### config.mk
export PLATFORM = sky130hd
export DESIGN_NAME = s_expression_tokenizer_top
export DESIGN_NICKNAME = d
export VERILOG_FILES = /design/src/sv/sexp_pkg.sv /design/src/sv/sexp_ram.sv /design/src/sv/sexp_num.sv /design/src/sv/s_expression_tokenizer_top.sv
export SDC_FILE = /design/constraint.sdc
export NUM_CORES = 2
export LEC_CHECK = 0
export BUFFER_PORTS_ARGS = -buffer_cell sky130_fd_sc_hd__buf_2
export CORE_MARGIN = 2
export CORE_UTILIZATION = 58
export CTS_CLUSTER_SIZE = 28
export DETAILED_ROUTE_END_ITERATION = 10
export PLACE_DENSITY = 0.78
export REMOVE_ABC_BUFFERS = 1
export SLEW_MARGIN = 20
export SYNTH_ARGS = -nofsm -noshare
export SYNTH_HDL_FRONTEND = slang
export SYNTH_SLANG_ARGS = --single-unit
### constraint.sdc
create_clock -name clk -period 8 [get_ports clk]
set_input_delay 0.4 -clock clk [delete_from_list [all_inputs] [get_ports clk]]
set_output_delay 0.4 -clock clk [all_outputs]
set_load 0.05 [all_outputs]
### src/sv/sexp_pkg.sv
// shared types, character codes and helpers for the s-expression tokenizer
package sexp_pkg;

	localparam int BUF_BYTES_DEF = 64;

	typedef enum logic [1:0] {
		MODE_IDLE,
		MODE_TOKEN,
		MODE_COMMENT
	} scan_mode_t;

	typedef enum logic [2:0] {
		PH_START,
		PH_SIGNED,
		PH_ZERO,
		PH_HEXPFX,
		PH_DIGITS,
		PH_FAIL
	} num_phase_t;

	typedef enum logic [2:0] {
		KIND_END    = 3'd0,
		KIND_OPEN   = 3'd1,
		KIND_CLOSE  = 3'd2,
		KIND_QUOTE  = 3'd3,
		KIND_DOT    = 3'd4,
		KIND_NUMBER = 3'd5,
		KIND_SYMBOL = 3'd6,
		KIND_LONG   = 3'd7
	} tok_kind_t;

	typedef enum logic [1:0] {
		FIN_DOT,
		FIN_NUM,
		FIN_EMPTY,
		FIN_RUN
	} fin_type_t;

	typedef enum logic [2:0] {
		SQ_TAKE,
		SQ_FIN,
		SQ_RD,
		SQ_EMIT,
		SQ_TAIL
	} seq_state_t;

	localparam logic [4:0] RADIX_8  = 5'd8;
	localparam logic [4:0] RADIX_10 = 5'd10;
	localparam logic [4:0] RADIX_16 = 5'd16;

	typedef struct packed {
		num_phase_t  phase;
		logic        negative;
		logic [4:0]  radix;
		logic [63:0] accum;
		logic        overflow;
	} num_state_t;

	localparam num_state_t NUM_CLEAR = '{
		phase: PH_START, negative: 1'b0, radix: RADIX_10, accum: 64'd0, overflow: 1'b0
	};

	localparam logic [7:0] CH_NUL    = 8'h00;
	localparam logic [7:0] CH_TAB    = 8'h09;
	localparam logic [7:0] CH_LF     = 8'h0A;
	localparam logic [7:0] CH_VT     = 8'h0B;
	localparam logic [7:0] CH_FF     = 8'h0C;
	localparam logic [7:0] CH_CR     = 8'h0D;
	localparam logic [7:0] CH_SPACE  = 8'h20;
	localparam logic [7:0] CH_QUOTE  = 8'h27;
	localparam logic [7:0] CH_LPAREN = 8'h28;
	localparam logic [7:0] CH_RPAREN = 8'h29;
	localparam logic [7:0] CH_PLUS   = 8'h2B;
	localparam logic [7:0] CH_MINUS  = 8'h2D;
	localparam logic [7:0] CH_DOT    = 8'h2E;
	localparam logic [7:0] CH_D0     = 8'h30;
	localparam logic [7:0] CH_D1     = 8'h31;
	localparam logic [7:0] CH_D7     = 8'h37;
	localparam logic [7:0] CH_D9     = 8'h39;
	localparam logic [7:0] CH_SEMI   = 8'h3B;
	localparam logic [7:0] CH_UA     = 8'h41;
	localparam logic [7:0] CH_UF     = 8'h46;
	localparam logic [7:0] CH_UX     = 8'h58;
	localparam logic [7:0] CH_BSLASH = 8'h5C;
	localparam logic [7:0] CH_LA     = 8'h61;
	localparam logic [7:0] CH_LF_HEX = 8'h66;
	localparam logic [7:0] CH_LX     = 8'h78;
	localparam logic [7:0] CH_BAR    = 8'h7C;

	function automatic logic is_space(input logic [7:0] c);
		return c == CH_SPACE || c == CH_TAB || c == CH_LF || c == CH_VT ||
			c == CH_FF || c == CH_CR;
	endfunction

	function automatic logic is_symchar(input logic [7:0] c);
		return !is_space(c) && c != CH_LPAREN && c != CH_RPAREN && c != CH_QUOTE &&
			c != CH_SEMI && c != CH_BSLASH && c != CH_BAR;
	endfunction

endpackage

### src/sv/sexp_ram.sv
// generic single-port-write, registered-read ram
module sexp_ram #(
	parameter int WIDTH = 8,
	parameter int DEPTH = 64
) (
	input  logic                     clk,
	input  logic                     we,
	input  logic [$clog2(DEPTH)-1:0] waddr,
	input  logic [WIDTH-1:0]         wdata,
	input  logic                     re,
	input  logic [$clog2(DEPTH)-1:0] raddr,
	output logic [WIDTH-1:0]         rdata
);

	logic [WIDTH-1:0] mem_q [DEPTH];
	logic [WIDTH-1:0] rdata_q;

	always_ff @(posedge clk) begin
		if (we) begin
			mem_q[waddr] <= wdata;
		end
		if (re) begin
			rdata_q <= mem_q[raddr];
		end
	end

	assign rdata = rdata_q;

endmodule

### src/sv/sexp_num.sv
// number unit: one digit step of the integer parse and the saturated result
module sexp_num (
	input  logic [7:0]           ch,
	input  sexp_pkg::num_state_t cur,
	output sexp_pkg::num_state_t nxt,
	output logic [63:0]          value
);

	logic [4:0]  dval;
	logic        dok;
	logic [4:0]  mul_radix;
	logic [67:0] prod;
	logic [67:0] sum;
	logic        ovf_step;
	logic        add;

	// digit value, hex letters included
	always_comb begin
		dok = 1'b1;
		dval = 5'd0;
		if (ch >= sexp_pkg::CH_D0 && ch <= sexp_pkg::CH_D9) begin
			dval = 5'(ch - sexp_pkg::CH_D0);
		end else if (ch >= sexp_pkg::CH_LA && ch <= sexp_pkg::CH_LF_HEX) begin
			dval = 5'(ch - sexp_pkg::CH_LA) + 5'd10;
		end else if (ch >= sexp_pkg::CH_UA && ch <= sexp_pkg::CH_UF) begin
			dval = 5'(ch - sexp_pkg::CH_UA) + 5'd10;
		end else begin
			dok = 1'b0;
		end
	end

	always_comb begin
		case (cur.phase)
			sexp_pkg::PH_START, sexp_pkg::PH_SIGNED: mul_radix = sexp_pkg::RADIX_10;
			sexp_pkg::PH_ZERO: mul_radix = sexp_pkg::RADIX_8;
			default: mul_radix = cur.radix;
		endcase
	end

	// radix is 8, 10 or 16, so the product is shifts and one add
	always_comb begin
		case (mul_radix)
			sexp_pkg::RADIX_8:  prod = {1'b0, cur.accum, 3'b000};
			sexp_pkg::RADIX_16: prod = {cur.accum, 4'b0000};
			default: prod = {1'b0, cur.accum, 3'b000} + {3'b000, cur.accum, 1'b0};
		endcase
		sum = prod + 68'(dval);
		ovf_step = |sum[67:64];
	end

	always_comb begin
		nxt = cur;
		add = 1'b0;
		case (cur.phase)
			sexp_pkg::PH_START, sexp_pkg::PH_SIGNED: begin
				if (cur.phase == sexp_pkg::PH_START &&
					(ch == sexp_pkg::CH_PLUS || ch == sexp_pkg::CH_MINUS)) begin
					nxt.negative = (ch == sexp_pkg::CH_MINUS);
					nxt.phase = sexp_pkg::PH_SIGNED;
				end else if (ch == sexp_pkg::CH_D0) begin
					nxt.phase = sexp_pkg::PH_ZERO;
				end else if (ch >= sexp_pkg::CH_D1 && ch <= sexp_pkg::CH_D9) begin
					nxt.radix = sexp_pkg::RADIX_10;
					add = 1'b1;
				end else begin
					nxt.phase = sexp_pkg::PH_FAIL;
				end
			end
			sexp_pkg::PH_ZERO: begin
				if (ch == sexp_pkg::CH_LX || ch == sexp_pkg::CH_UX) begin
					nxt.radix = sexp_pkg::RADIX_16;
					nxt.phase = sexp_pkg::PH_HEXPFX;
				end else if (ch >= sexp_pkg::CH_D0 && ch <= sexp_pkg::CH_D7) begin
					nxt.radix = sexp_pkg::RADIX_8;
					add = 1'b1;
				end else begin
					nxt.phase = sexp_pkg::PH_FAIL;
				end
			end
			sexp_pkg::PH_HEXPFX, sexp_pkg::PH_DIGITS: begin
				if (dok && dval < cur.radix) begin
					add = 1'b1;
				end else begin
					nxt.phase = sexp_pkg::PH_FAIL;
				end
			end
			default: nxt.phase = sexp_pkg::PH_FAIL;
		endcase
		if (add) begin
			nxt.phase = sexp_pkg::PH_DIGITS;
			if (ovf_step) begin
				nxt.overflow = 1'b1;
			end else begin
				nxt.accum = sum[63:0];
			end
		end
	end

	// saturated signed result of the current accumulator
	always_comb begin
		if (cur.negative) begin
			if (cur.overflow || (cur.accum[63] && |cur.accum[62:0])) begin
				value = {1'b1, 63'd0};
			end else begin
				value = 64'd0 - cur.accum;
			end
		end else begin
			if (cur.overflow || cur.accum[63]) begin
				value = {1'b0, {63{1'b1}}};
			end else begin
				value = cur.accum;
			end
		end
	end

endmodule

### src/sv/s_expression_tokenizer_top.sv
// s-expression tokenizer top level: scanner state, token buffer and result sequencer
//
// Takes one text byte per word on the ch channel (byte 0 is end of input) and
// produces token words on the tok channel; last marks the final word caused by
// one input byte. Whitespace and ';' comments are skipped, ( ) ' give single
// words, '|' pairs and '\' escape token characters, a lone '.' is a dot, and a
// token starting with a digit or sign that parses as a C base-0 integer comes
// out as one number word saturated to 64 bits. Any other token is read back
// from the token buffer ram and sent as one symbol-character word per
// character; an empty token gives one symbol word with char 0. A token that
// reaches BUF_BYTES-1 characters gives a too-long word and is dropped.
// Sequence: a byte that completes nothing or gives a single word is taken
// directly in SQ_TAKE. A finished number, dot or empty symbol passes SQ_FIN,
// a symbol run passes SQ_RD (ram read) then SQ_EMIT (output load) for each
// character, and a following delimiter or end word adds SQ_TAIL. Bytes are
// taken again once the run is done. Writes into the buffer happen only while
// bytes are taken and reads only while a run is sent, so the two never
// collide. The output register holds each word while tok_stall is high, and
// no byte is taken until it can load again.
module s_expression_tokenizer_top #(
	parameter int BUF_BYTES = sexp_pkg::BUF_BYTES_DEF
) (
	input  logic        clk,
	input  logic        arst_n,
	input  logic        ch_valid,
	output logic        ch_stall,
	input  logic [7:0]  ch,
	output logic        tok_valid,
	input  logic        tok_stall,
	output logic [2:0]  tok_kind,
	output logic [63:0] num_value,
	output logic [7:0]  sym_char,
	output logic        last
);

	localparam int AW = $clog2(BUF_BYTES);

	// scanner state
	sexp_pkg::scan_mode_t mode_q, mode_n;
	logic                 bar_q, bar_n;
	logic                 esc_q, esc_n;
	logic                 dot_q, dot_n;
	logic [1:0]           rc_q, rc_n;
	logic                 nstart_q, nstart_n;
	sexp_pkg::num_state_t num_q, num_n, num_cur, num_step;
	logic [AW-1:0]        len_q, len_n;
	logic [63:0]          num_sat;

	// scan decisions for the current byte
	logic                 start_tok;
	logic                 direct_v;
	sexp_pkg::tok_kind_t  direct_kind;
	logic                 fin;
	sexp_pkg::fin_type_t  fin_type;
	logic                 tail_v;
	sexp_pkg::tok_kind_t  tail_kind;
	logic                 wr_en;
	logic [AW-1:0]        wr_addr;
	logic [AW:0]          len_inc;

	// sequencer
	sexp_pkg::seq_state_t state_q, state_n;
	sexp_pkg::fin_type_t  fin_type_q;
	logic [63:0]          fin_val_q;
	logic                 tail_v_q;
	sexp_pkg::tok_kind_t  tail_kind_q;
	logic [AW-1:0]        run_len_q;
	logic [AW-1:0]        run_idx_q;
	logic                 run_end;
	logic                 rd_en;
	logic [7:0]           rd_data;
	logic                 accept;
	logic                 out_free;

	// output register
	logic                 tok_valid_q;
	sexp_pkg::tok_kind_t  kind_q;
	logic [63:0]          val_q;
	logic [7:0]           sym_q;
	logic                 last_q;
	logic                 load;
	sexp_pkg::tok_kind_t  ld_kind;
	logic [63:0]          ld_val;
	logic [7:0]           ld_sym;
	logic                 ld_last;

	sexp_ram #(
		.WIDTH(8),
		.DEPTH(BUF_BYTES)
	) u_buf (
		.clk  (clk),
		.we   (wr_en),
		.waddr(wr_addr),
		.wdata(ch),
		.re   (rd_en),
		.raddr(run_idx_q),
		.rdata(rd_data)
	);

	// a fresh token starts from cleared number state
	assign num_cur = start_tok ? sexp_pkg::NUM_CLEAR : num_q;

	sexp_num u_num (
		.ch   (ch),
		.cur  (num_cur),
		.nxt  (num_step),
		.value(num_sat)
	);

	assign out_free = !tok_valid_q || !tok_stall;
	assign ch_stall = !(state_q == sexp_pkg::SQ_TAKE && out_free);
	assign accept = ch_valid && !ch_stall;

	assign start_tok = mode_q == sexp_pkg::MODE_IDLE && ch != sexp_pkg::CH_NUL &&
		!sexp_pkg::is_space(ch) && ch != sexp_pkg::CH_LPAREN &&
		ch != sexp_pkg::CH_RPAREN && ch != sexp_pkg::CH_QUOTE && ch != sexp_pkg::CH_SEMI;

	// next scanner state and what this byte emits
	always_comb begin
		logic t_bar, t_esc;
		logic [1:0] t_rc;
		logic [AW-1:0] t_len;
		logic acc, r_delim, r_end, clr;

		mode_n = mode_q;
		bar_n = bar_q;
		esc_n = esc_q;
		dot_n = dot_q;
		rc_n = rc_q;
		nstart_n = nstart_q;
		num_n = num_q;
		len_n = len_q;
		direct_v = 1'b0;
		direct_kind = sexp_pkg::KIND_END;
		fin = 1'b0;
		fin_type = sexp_pkg::FIN_RUN;
		tail_v = 1'b0;
		tail_kind = sexp_pkg::KIND_END;
		wr_en = 1'b0;
		acc = 1'b0;
		r_delim = 1'b0;
		r_end = 1'b0;
		clr = 1'b0;

		t_bar = start_tok ? 1'b0 : bar_q;
		t_esc = start_tok ? 1'b0 : esc_q;
		t_rc = start_tok ? 2'd0 : rc_q;
		t_len = start_tok ? '0 : len_q;
		wr_addr = t_len;
		len_inc = {1'b0, t_len} + 1'b1;

		case (mode_q)
			sexp_pkg::MODE_COMMENT: begin
				if (ch == sexp_pkg::CH_NUL) begin
					direct_v = 1'b1;
					mode_n = sexp_pkg::MODE_IDLE;
				end else if (ch == sexp_pkg::CH_LF) begin
					mode_n = sexp_pkg::MODE_IDLE;
				end
			end
			sexp_pkg::MODE_TOKEN: begin
			end
			default: begin
				if (ch == sexp_pkg::CH_NUL) begin
					direct_v = 1'b1;
				end else if (ch == sexp_pkg::CH_LPAREN) begin
					direct_v = 1'b1;
					direct_kind = sexp_pkg::KIND_OPEN;
				end else if (ch == sexp_pkg::CH_RPAREN) begin
					direct_v = 1'b1;
					direct_kind = sexp_pkg::KIND_CLOSE;
				end else if (ch == sexp_pkg::CH_QUOTE) begin
					direct_v = 1'b1;
					direct_kind = sexp_pkg::KIND_QUOTE;
				end else if (ch == sexp_pkg::CH_SEMI) begin
					mode_n = sexp_pkg::MODE_COMMENT;
				end else if (start_tok) begin
					mode_n = sexp_pkg::MODE_TOKEN;
					dot_n = (ch == sexp_pkg::CH_DOT);
					nstart_n = (ch >= sexp_pkg::CH_D0 && ch <= sexp_pkg::CH_D9) ||
						ch == sexp_pkg::CH_PLUS || ch == sexp_pkg::CH_MINUS;
					bar_n = 1'b0;
					esc_n = 1'b0;
					rc_n = 2'd0;
					num_n = sexp_pkg::NUM_CLEAR;
					len_n = '0;
				end
			end
		endcase

		// one token character
		if (mode_q == sexp_pkg::MODE_TOKEN || start_tok) begin
			if (t_esc) begin
				esc_n = 1'b0;
				if (ch == sexp_pkg::CH_NUL) begin
					r_end = 1'b1;
				end else begin
					acc = 1'b1;
				end
			end else begin
				rc_n = (t_rc == 2'd3) ? t_rc : t_rc + 2'd1;
				if (ch == sexp_pkg::CH_NUL) begin
					r_end = 1'b1;
				end else if (ch == sexp_pkg::CH_BAR) begin
					bar_n = !t_bar;
				end else if (ch == sexp_pkg::CH_BSLASH) begin
					esc_n = 1'b1;
				end else if (!t_bar && !sexp_pkg::is_symchar(ch)) begin
					r_delim = 1'b1;
				end else begin
					acc = 1'b1;
				end
			end
		end

		if (acc) begin
			wr_en = accept;
			len_n = len_inc[AW-1:0];
			num_n = num_step;
			if (len_inc >= (AW+1)'(BUF_BYTES - 1)) begin
				direct_v = 1'b1;
				direct_kind = sexp_pkg::KIND_LONG;
				clr = 1'b1;
			end
		end

		// token finished: classify it from the state it built up
		if (r_delim || r_end) begin
			fin = 1'b1;
			clr = 1'b1;
			if (dot_q && rc_n == 2'd2) begin
				fin_type = sexp_pkg::FIN_DOT;
			end else if (nstart_q && (num_q.phase == sexp_pkg::PH_ZERO ||
				num_q.phase == sexp_pkg::PH_DIGITS)) begin
				fin_type = sexp_pkg::FIN_NUM;
			end else if (len_q == '0) begin
				fin_type = sexp_pkg::FIN_EMPTY;
			end else begin
				fin_type = sexp_pkg::FIN_RUN;
			end
		end

		if (clr) begin
			mode_n = sexp_pkg::MODE_IDLE;
			bar_n = 1'b0;
			esc_n = 1'b0;
			dot_n = 1'b0;
			rc_n = 2'd0;
			nstart_n = 1'b0;
			num_n = sexp_pkg::NUM_CLEAR;
			len_n = '0;
		end

		// the delimiter or end that closed the token, handled between tokens
		if (r_end) begin
			tail_v = 1'b1;
		end else if (r_delim) begin
			if (ch == sexp_pkg::CH_LPAREN) begin
				tail_v = 1'b1;
				tail_kind = sexp_pkg::KIND_OPEN;
			end else if (ch == sexp_pkg::CH_RPAREN) begin
				tail_v = 1'b1;
				tail_kind = sexp_pkg::KIND_CLOSE;
			end else if (ch == sexp_pkg::CH_QUOTE) begin
				tail_v = 1'b1;
				tail_kind = sexp_pkg::KIND_QUOTE;
			end else if (ch == sexp_pkg::CH_SEMI) begin
				mode_n = sexp_pkg::MODE_COMMENT;
			end
		end
	end

	always_ff @(posedge clk or negedge arst_n) begin
		if (!arst_n) begin
			mode_q <= sexp_pkg::MODE_IDLE;
			bar_q <= 1'b0;
			esc_q <= 1'b0;
			dot_q <= 1'b0;
			rc_q <= 2'd0;
			nstart_q <= 1'b0;
			num_q <= sexp_pkg::NUM_CLEAR;
			len_q <= '0;
		end else if (accept) begin
			mode_q <= mode_n;
			bar_q <= bar_n;
			esc_q <= esc_n;
			dot_q <= dot_n;
			rc_q <= rc_n;
			nstart_q <= nstart_n;
			num_q <= num_n;
			len_q <= len_n;
		end
	end

	assign run_end = run_idx_q == run_len_q - 1'b1;

	// sequencer: next state and output loads
	always_comb begin
		state_n = state_q;
		load = 1'b0;
		ld_kind = sexp_pkg::KIND_END;
		ld_val = 64'd0;
		ld_sym = 8'd0;
		ld_last = 1'b1;
		rd_en = 1'b0;
		case (state_q)
			sexp_pkg::SQ_TAKE: begin
				if (accept) begin
					if (direct_v) begin
						load = 1'b1;
						ld_kind = direct_kind;
					end
					if (fin) begin
						state_n = (fin_type == sexp_pkg::FIN_RUN) ?
							sexp_pkg::SQ_RD : sexp_pkg::SQ_FIN;
					end
				end
			end
			sexp_pkg::SQ_FIN: begin
				if (out_free) begin
					load = 1'b1;
					ld_last = !tail_v_q;
					case (fin_type_q)
						sexp_pkg::FIN_DOT: ld_kind = sexp_pkg::KIND_DOT;
						sexp_pkg::FIN_NUM: begin
							ld_kind = sexp_pkg::KIND_NUMBER;
							ld_val = fin_val_q;
						end
						default: ld_kind = sexp_pkg::KIND_SYMBOL;
					endcase
					state_n = tail_v_q ? sexp_pkg::SQ_TAIL : sexp_pkg::SQ_TAKE;
				end
			end
			sexp_pkg::SQ_RD: begin
				rd_en = 1'b1;
				state_n = sexp_pkg::SQ_EMIT;
			end
			sexp_pkg::SQ_EMIT: begin
				if (out_free) begin
					load = 1'b1;
					ld_kind = sexp_pkg::KIND_SYMBOL;
					ld_sym = rd_data;
					ld_last = run_end && !tail_v_q;
					if (run_end) begin
						state_n = tail_v_q ? sexp_pkg::SQ_TAIL : sexp_pkg::SQ_TAKE;
					end else begin
						state_n = sexp_pkg::SQ_RD;
					end
				end
			end
			sexp_pkg::SQ_TAIL: begin
				if (out_free) begin
					load = 1'b1;
					ld_kind = tail_kind_q;
					state_n = sexp_pkg::SQ_TAKE;
				end
			end
			default: state_n = sexp_pkg::SQ_TAKE;
		endcase
	end

	always_ff @(posedge clk or negedge arst_n) begin
		if (!arst_n) begin
			state_q <= sexp_pkg::SQ_TAKE;
		end else begin
			state_q <= state_n;
		end
	end

	// finish context, captured when a token closes
	always_ff @(posedge clk or negedge arst_n) begin
		if (!arst_n) begin
			tail_v_q <= 1'b0;
			run_idx_q <= '0;
			run_len_q <= '0;
		end else if (accept && fin) begin
			tail_v_q <= tail_v;
			run_idx_q <= '0;
			run_len_q <= len_q;
		end else if (state_q == sexp_pkg::SQ_EMIT && out_free) begin
			run_idx_q <= run_idx_q + 1'b1;
		end
	end

	always_ff @(posedge clk) begin
		if (accept && fin) begin
			fin_type_q <= fin_type;
			fin_val_q <= num_sat;
			tail_kind_q <= tail_kind;
		end
	end

	// output register
	always_ff @(posedge clk or negedge arst_n) begin
		if (!arst_n) begin
			tok_valid_q <= 1'b0;
		end else begin
			tok_valid_q <= load || (tok_valid_q && tok_stall);
		end
	end

	always_ff @(posedge clk) begin
		if (load) begin
			kind_q <= ld_kind;
			val_q <= ld_val;
			sym_q <= ld_sym;
			last_q <= ld_last;
		end
	end

	assign tok_valid = tok_valid_q;
	assign tok_kind = kind_q;
	assign num_value = val_q;
	assign sym_char = sym_q;
	assign last = last_q;

`ifndef SYNTH
	// a symbol run never reads past the characters gathered
	assert property (@(posedge clk) disable iff (!arst_n)
		state_q == sexp_pkg::SQ_EMIT |-> run_idx_q < run_len_q)
		else $error("symbol run index past token length");

	// the buffer is dropped before it can overflow
	assert property (@(posedge clk) disable iff (!arst_n)
		{1'b0, len_q} <= (AW+1)'(BUF_BYTES - 2))
		else $error("token length beyond buffer limit");

	// outside a token no characters stay gathered
	assert property (@(posedge clk) disable iff (!arst_n)
		mode_q != sexp_pkg::MODE_TOKEN |-> len_q == '0)
		else $error("token length left over outside a token");

	// the trailing word is only sent when one was captured
	assert property (@(posedge clk) disable iff (!arst_n)
		state_q == sexp_pkg::SQ_TAIL |-> tail_v_q)
		else $error("tail state without a pending word");
`endif

endmodule
---- Word level (Yosys, flattened, before mapping) ----
Memory sizes are Yosys's and may differ from the RTL's. A register that Yosys moved wholly into a read port is not among the register bits.
Index checks and enable logic that the tools add are counted.
word-level totals
  register bits after elaboration ......... 250
  latch bits .............................. 0
  RAM bits ................................ 512
  memory bits (read-only) ................. 0
  output and inout bits ................... 78
  logic and storage cells ................. 372
  memories ................................ 1
memories
  name         depth  bits a word  rd ports  clocked after Yosys merged registers in  write ports  RTL line        source
  u_buf.mem_q  64     8            1         1                                        1            sexp_ram.sv:15  logic [WIDTH-1:0] mem_q [DEPTH];
cells by class
  add/sub/neg operators ................... 12
  multiply operators ...................... 0
  div/mod/pow operators ................... 0
  order comparisons ....................... 10
  eq/ne operators ......................... 60
  shift-type cells ........................ 0
  muxes and demuxes ....................... 191
  bitwise operators ....................... 1
  reductions and logical operators ........ 73
operators by type and width
  cell                                                                     number
  74-bit two-way mux                                                       9
  64-bit two-way mux                                                       4
  68-bit one-hot mux with 2 select lines                                   1
  1-bit two-way mux                                                        90
  8-bit by 6-bit equality test with 1-bit output, second input constant    9
  3-bit two-way mux                                                        24
  67-bit by 65-bit adder with 68-bit output                                1
  68-bit by 5-bit adder with 68-bit output                                 1
  6-bit two-way mux                                                        11
  65-bit two-way mux                                                       1
  2-bit two-way mux                                                        32
  1-bit by 64-bit subtractor with 64-bit output, first input constant      1
  63-bit OR reduction                                                      1
  8-bit by 4-bit equality test with 1-bit output, second input constant    5
  5-bit two-way mux                                                        8
  8-bit by 7-bit equality test with 1-bit output, second input constant    4
  8-bit by 6-bit inequality test with 1-bit output, second input constant  4
  1-bit logical AND                                                        29
  5-bit one-hot mux with 2 select lines                                    2
  2-bit inequality test, second input constant                             9
  8-bit by 6-bit >= comparator with 1-bit output, second input constant    2
  8-bit by 7-bit >= comparator with 1-bit output, second input constant    2
  8-bit by 6-bit <= comparator with 1-bit output, second input constant    2
  8-bit by 7-bit <= comparator with 1-bit output, second input constant    2
  44 further kinds                                                         93

---- Depth between registers and ports, before layout ----
  depth after elaboration ................. 30
  gate-level depth with buffers ........... 42
  gate-level depth less buffers ........... 26

---- Modules after synthesis ----
Synthesis repeated with hierarchy kept, for this count alone.
unflattened totals
  cell total of the unflattened synthesis .. 3552
  area total of the unflattened synthesis .. 42478.2 um^2
by module, submodules not included
  module                      instances  cells each  area an instance (um^2)  seq. area each (um^2)
  sexp_ram                    1          972         20270.7                  15615.0
  sexp_num                    1          1783        11642.4                  0.0
  s_expression_tokenizer_top  1          797         10565.1                  6954.2

---- Worst setup path before layout ----
OpenSTA, ideal clock, no wires.
  kind .................................... input to register
  start ................................... in ch[1]
  end ..................................... reg num_q[14] (netlist name)
  setup time .............................. 82 ps
  data arrival time ....................... 9115 ps
  data required time ...................... 7918 ps
  slack ................................... -1197 ps
  cell stages on the path ................. 41
  path buffers ............................ 15
  path through ............................ inv_1 ha_1 or3b_2 clkbuf_1 or2_1 buf_6 and2_4 buf_6 nand3_4 buf_8 buf_6 buf_4 buf_2 buf_2 buf_4 buf_2 clkbuf_1 clkbuf_1 [... 5 more ...] ha_1 a211oi_1 a221oi_1 a21o_1 o21ai_0 o211a_1 a311oi_1 inv_1 or4b_1 nand4b_1 nor4_1 or4b_1 xnor2_1 o31a_2 or3_1 buf_2 a211o_1 a22oi_2
between the ends
  longest elaborated chain between the ends .. 25
  elaborated cells on any way between the ends .. 139
  those cells by class .................... add/sub: 8; order compare: 10; eq/ne: 35; mux: 47; reduce/logical: 39
ends and longest elaborated chain
  element                                                                                  RTL line                           source
  start, declared                                                                          s_expression_tokenizer_top.sv:27   input logic [7:0] ch,
  branches (longest 25 deep; another with 8-bit by 6-bit equality test with 1-bit output)  n/a
  end signal, assigned                                                                     s_expression_tokenizer_top.sv:281  num_q <= sexp_pkg::NUM_CLEAR;
  end signal, assigned                                                                     s_expression_tokenizer_top.sv:290  num_q <= num_n;
  end, declared                                                                            s_expression_tokenizer_top.sv:45   sexp_pkg::num_state_t num_q, num_n, num_cur, num_step;
Parallel ways; which one is timed is not known. The select of a mux whose other input is x is not followed.
A chain may end at the register's enable or synchronous reset.

---- Final worst setup path ----
Same ends and word-level chain as after synthesis.

==> reports/results.ini <==
[power_and_ir_drop]
ir_worst_vdd_uv = 241.4
power.switching_mw = 4.883
p_int_mw = 8.256
p_clk_frac = 0.286
p_per_area_nw_per_um2 = 277.1
leakage_nw = 15.93
p_sw_frac = 0.3716
total_power_mw = 13.14
power_frac_comb = 0.337
seq_power_share = 0.377

[final_layout]
drive_above_1_share = 0.1529
multi_input_area_um2 = 19390
synthToLayoutAreaGrowth_pct = 9.197
final_nets = 3798
seq_area_um2 = 22580
fill_cells = 5552

[worst_hold_path]
hold_path_startpoint = ch[5]
min_to = u_buf.mem_q[19][5]$_DFFE_PP_
whs_path_depth = 1
hp-class = in2reg

[setup_path]
required_ns = 8.57
crit_fanout = 8
critPathKind = in2reg
regToRegEndpoint = num_q[14]$_DFFE_PN0P_
r2r-start = mode_q[1]$_DFFE_PN0P_
setup.worst_path.end_class = flip-flop
reg2reg_slack_ns = 0.66
cp-start-kind = input port
worstRegToRegCells = 24
worstPathArrival_ns = 8.32

[detailed_routing]
via_count = 34578
dr.pass1.iters = 8
drc = 0
routed_wl_um = 138600
drtIter0Drc = 5978
vias_per_cell = 7.229
antenna_left = 0
post_drt_wl_per_cell_um = 28.98

[floorplanning]
die_h_um = 277.6
row_count = 100
io_pins = 90
initial_core_util = 0.5843
core_area_um2 = 74320
die_w_um = 277.6
die-area_um2 = 77070

[clock_network]
cts_buffer_depth = 3
clockRootBuffer = clkbuf_16
cts_tree = yes
cts_setup_buffers = 0
cts_buffers = 79
cts.repair.resized = 0
clk_latency_ns = 0.66
cts.sinks = 769
htreeDepth = 3
clkTransAtPathRegs_ns = 0.06
holdBufCountCts = 1

[sta]
worstMarginPinSlew_ns = 1.071
hold_violations = 0
layout_setup_ws_ns = 0.2508
hold_ws_ns = 0.1162
slew_viol_final = 0
finalCritPeriodShare = 0.9687
rsz0062_at_grt = no
slew_headroom = 0.2672
min_period_ns = 7.749
fin_skew_ns = 0.03315
max_freq_ghz = 0.1290
setup_tns_ns = 0
setup_violations = 0

[synthesis]
synthFlopType = edfxtp_1
synth_edf_count = 664
yosysTopAreaCell = edfxtp_1
synth.top_cells.by_area = edfxtp_1 (46%), mux4_2 (8.7%), dfrtp_1 (5.9%), nor2_1 (3.2%), o21ai_0 (2.4%)
muxShareOfSynthArea = 0.09359
ys_types = 110
synth_most_common_cell = edfxtp_1
async_flop_share = 0.1365
yosysWarnings = 0
synth_compound_area_frac = 0.1554
yosys-top-cells-count = edfxtp_1 (664), nor2_1 (374), clkbuf_1 (249), nand2_1 (224), o21ai_0 (209)
syn_area_um2 = 43420
synth_fa_ha_area_frac = 0.01251
seq_area_frac_synth = 0.5198
synthXorXnorAreaFrac = 0.02864
ys_seq_elements = 769
synth_top_area_frac = 0.4592
synth_top_family_by_area = compound AO/OA/AOI/OAI gates
synth_cells = 3789
syn_avg_cell_area_um2 = 11.46
synth_simple_gate_area_frac = 0.1547

[status]
status = finished clean

[global_routing]
grt_pass1_wl_um = 207100
grt_pass1_vias = 31875
grt_util_all_layers = 0.3547
antenna_found_initial = 5
gr-total-overflow = 0
grt_max_degree = 94

[placement]
place_hpwl_um = 89070
io_buffers = 89
gp_congestion = 1.029
place_ws_ns = 0.07003

[flow_run]
cap_violations = 0

-- area by class of cell --
| cell class | instances | share of cell area |
|---|---|---|
| Antenna cell | 1 | 0.00005277 |
| Inverter | 66 | 0.005251 |
| Clock buffer | 97 | 0.04441 |
| Multi-Input combinational cell | 2633 | 0.4090 |
| Tap cell | 969 | 0.02557 |
| Timing Repair Buffer | 199 | 0.02839 |
| Clock inverter | 49 | 0.01106 |
| Sequential cell | 769 | 0.4762 |
-- stage by stage --
step	util	std cells	instance area (um^2)
floorplan	-	3468	42130
global placement	0.6021	4634	44750
detailed placement	0.6021	4634	44750
CTS	0.6376	4781	47390
global route	0.6380	4783	47420
finish	0.6380	4783	47420
-- metal layers --
| metal | global-route usage | part of all wire | wire, um | vias up |
|---|---|---|---|---|
| li1 | - | - | - | 14559 |
| met1 | 0.5036 | 0.38 | 52940 | 16855 |
| met2 | 0.5300 | 0.44 | 61390 | 2687 |
| met3 | 0.08296 | 0.13 | 17660 | 471 |
| met4 | 0.1437 | 0.048 | 6606 | 6 |
| met5 | 0.002502 | 0.00025 | 34 | - |
-- cells by family (layout without fill, tap and decap cells) --
logic type	Yosys count	count (layout)
and+or+nand+nor	1289	1289
AOI/OAI and AO/OA	963	963
DFF	769	769
buffers and inverters	387	411
muxes	195	195
xor gates and xnor gates	142	142
adders and majority gates	44	44
other	0	1
-- sequential cells by signal, indices dropped and copies added (netlist names), 3 cells and up --
name / flops
sym_char: 8
num_q: 74
run_len_q: 6
run_idx_q: 6
num_value: 64
u_buf.rdata: 8
tok_kind: 3
u_buf.mem_q: 512
state_q: 3
fin_val_q: 64
len_q: 6
-- worst max-delay path by stage --
stage / start / endpoint / slack, ns / depth (start not counted)
after floorplan: ch[1] / num_q[40]$_DFFE_PN0P_ / -3.69 / 19
after CTS: ch[1] / num_q[14]$_DFFE_PN0P_ / 0.54 / 28
after global placement: ch[0] / num_q[14]$_DFFE_PN0P_ / 0.26 / 28
after detailed placement: ch[1] / num_q[14]$_DFFE_PN0P_ / 0.07 / 28
after global routing: ch[1] / num_q[14]$_DFFE_PN0P_ / 0.04 / 28
final: ch[1] / num_q[14]$_DFFE_PN0P_ / 0.25 / 28
-- critical path, stage by stage --
cell and delay, ns:
buf_2 0.14, inv_1 0.18, ha_1 0.28, or3b_2 0.54, or2_1 0.27, and2_4 0.23
nand3_4 0.12, nand2_1 0.12, inv_1 0.09, ha_1 0.28, ha_1 0.21, a211oi_1 0.06
a221oi_1 0.43, and3_1 0.35, o31a_1 0.16, a31oi_1 0.17, o41a_1 0.53, o311ai_1 0.42
xnor2_1 0.13, o221ai_1 0.31, nor4b_1 0.78, nor3b_1 0.34, buf_4 0.18, nand3_1 0.09
o31a_2 0.43, or3_1 0.58, a211o_1 0.37, a22oi_2 0.11
-- layout by cell type, fill, tap and decap left out, drive strengths merged, types with 20 or more instances in the layout --
cell type and instances:
nor3b 65, and3 29, a31oi 33, mux4 168, nand3 88, o22a 58, edfxtp 664, and2 93
a21oi 182, a22o 61, nand2b 29, nand3b 30, o22ai 33, nand2 226, xnor2 92, o21a 29
nor3 109, ha 37, nor4 35, dfrtp 103, clkbuf 97, a22oi 24, buf 198, or3b 20
nand4 29, and3b 24, nor2b 31, nor2 375, or2 23, a221oi 41, o21ai 212, a211oi 24
xor2 50, clkinv 35, inv 69, a21o 30, or3 40
-- power by group through the flow --
| stage | Clock [mW] | Combinational [mW] | Sequential (mW) |
|---|---|---|---|
| 6_report | 3.76 | 4.42 | 4.96 |
| 5_1_grt | 3.91 | 4.59 | 4.99 |
| 4_1_cts | 3.77 | 4.30 | 4.95 |
| 3_5_place_dp | 0 | 4.21 | 5.03 |
| 3_3_place_gp | 0 | 4.11 | 5.02 |
| 2_1_floorplan | 0 | 2.37 | 5.60 |
Power figures use the tool's default switching activity.
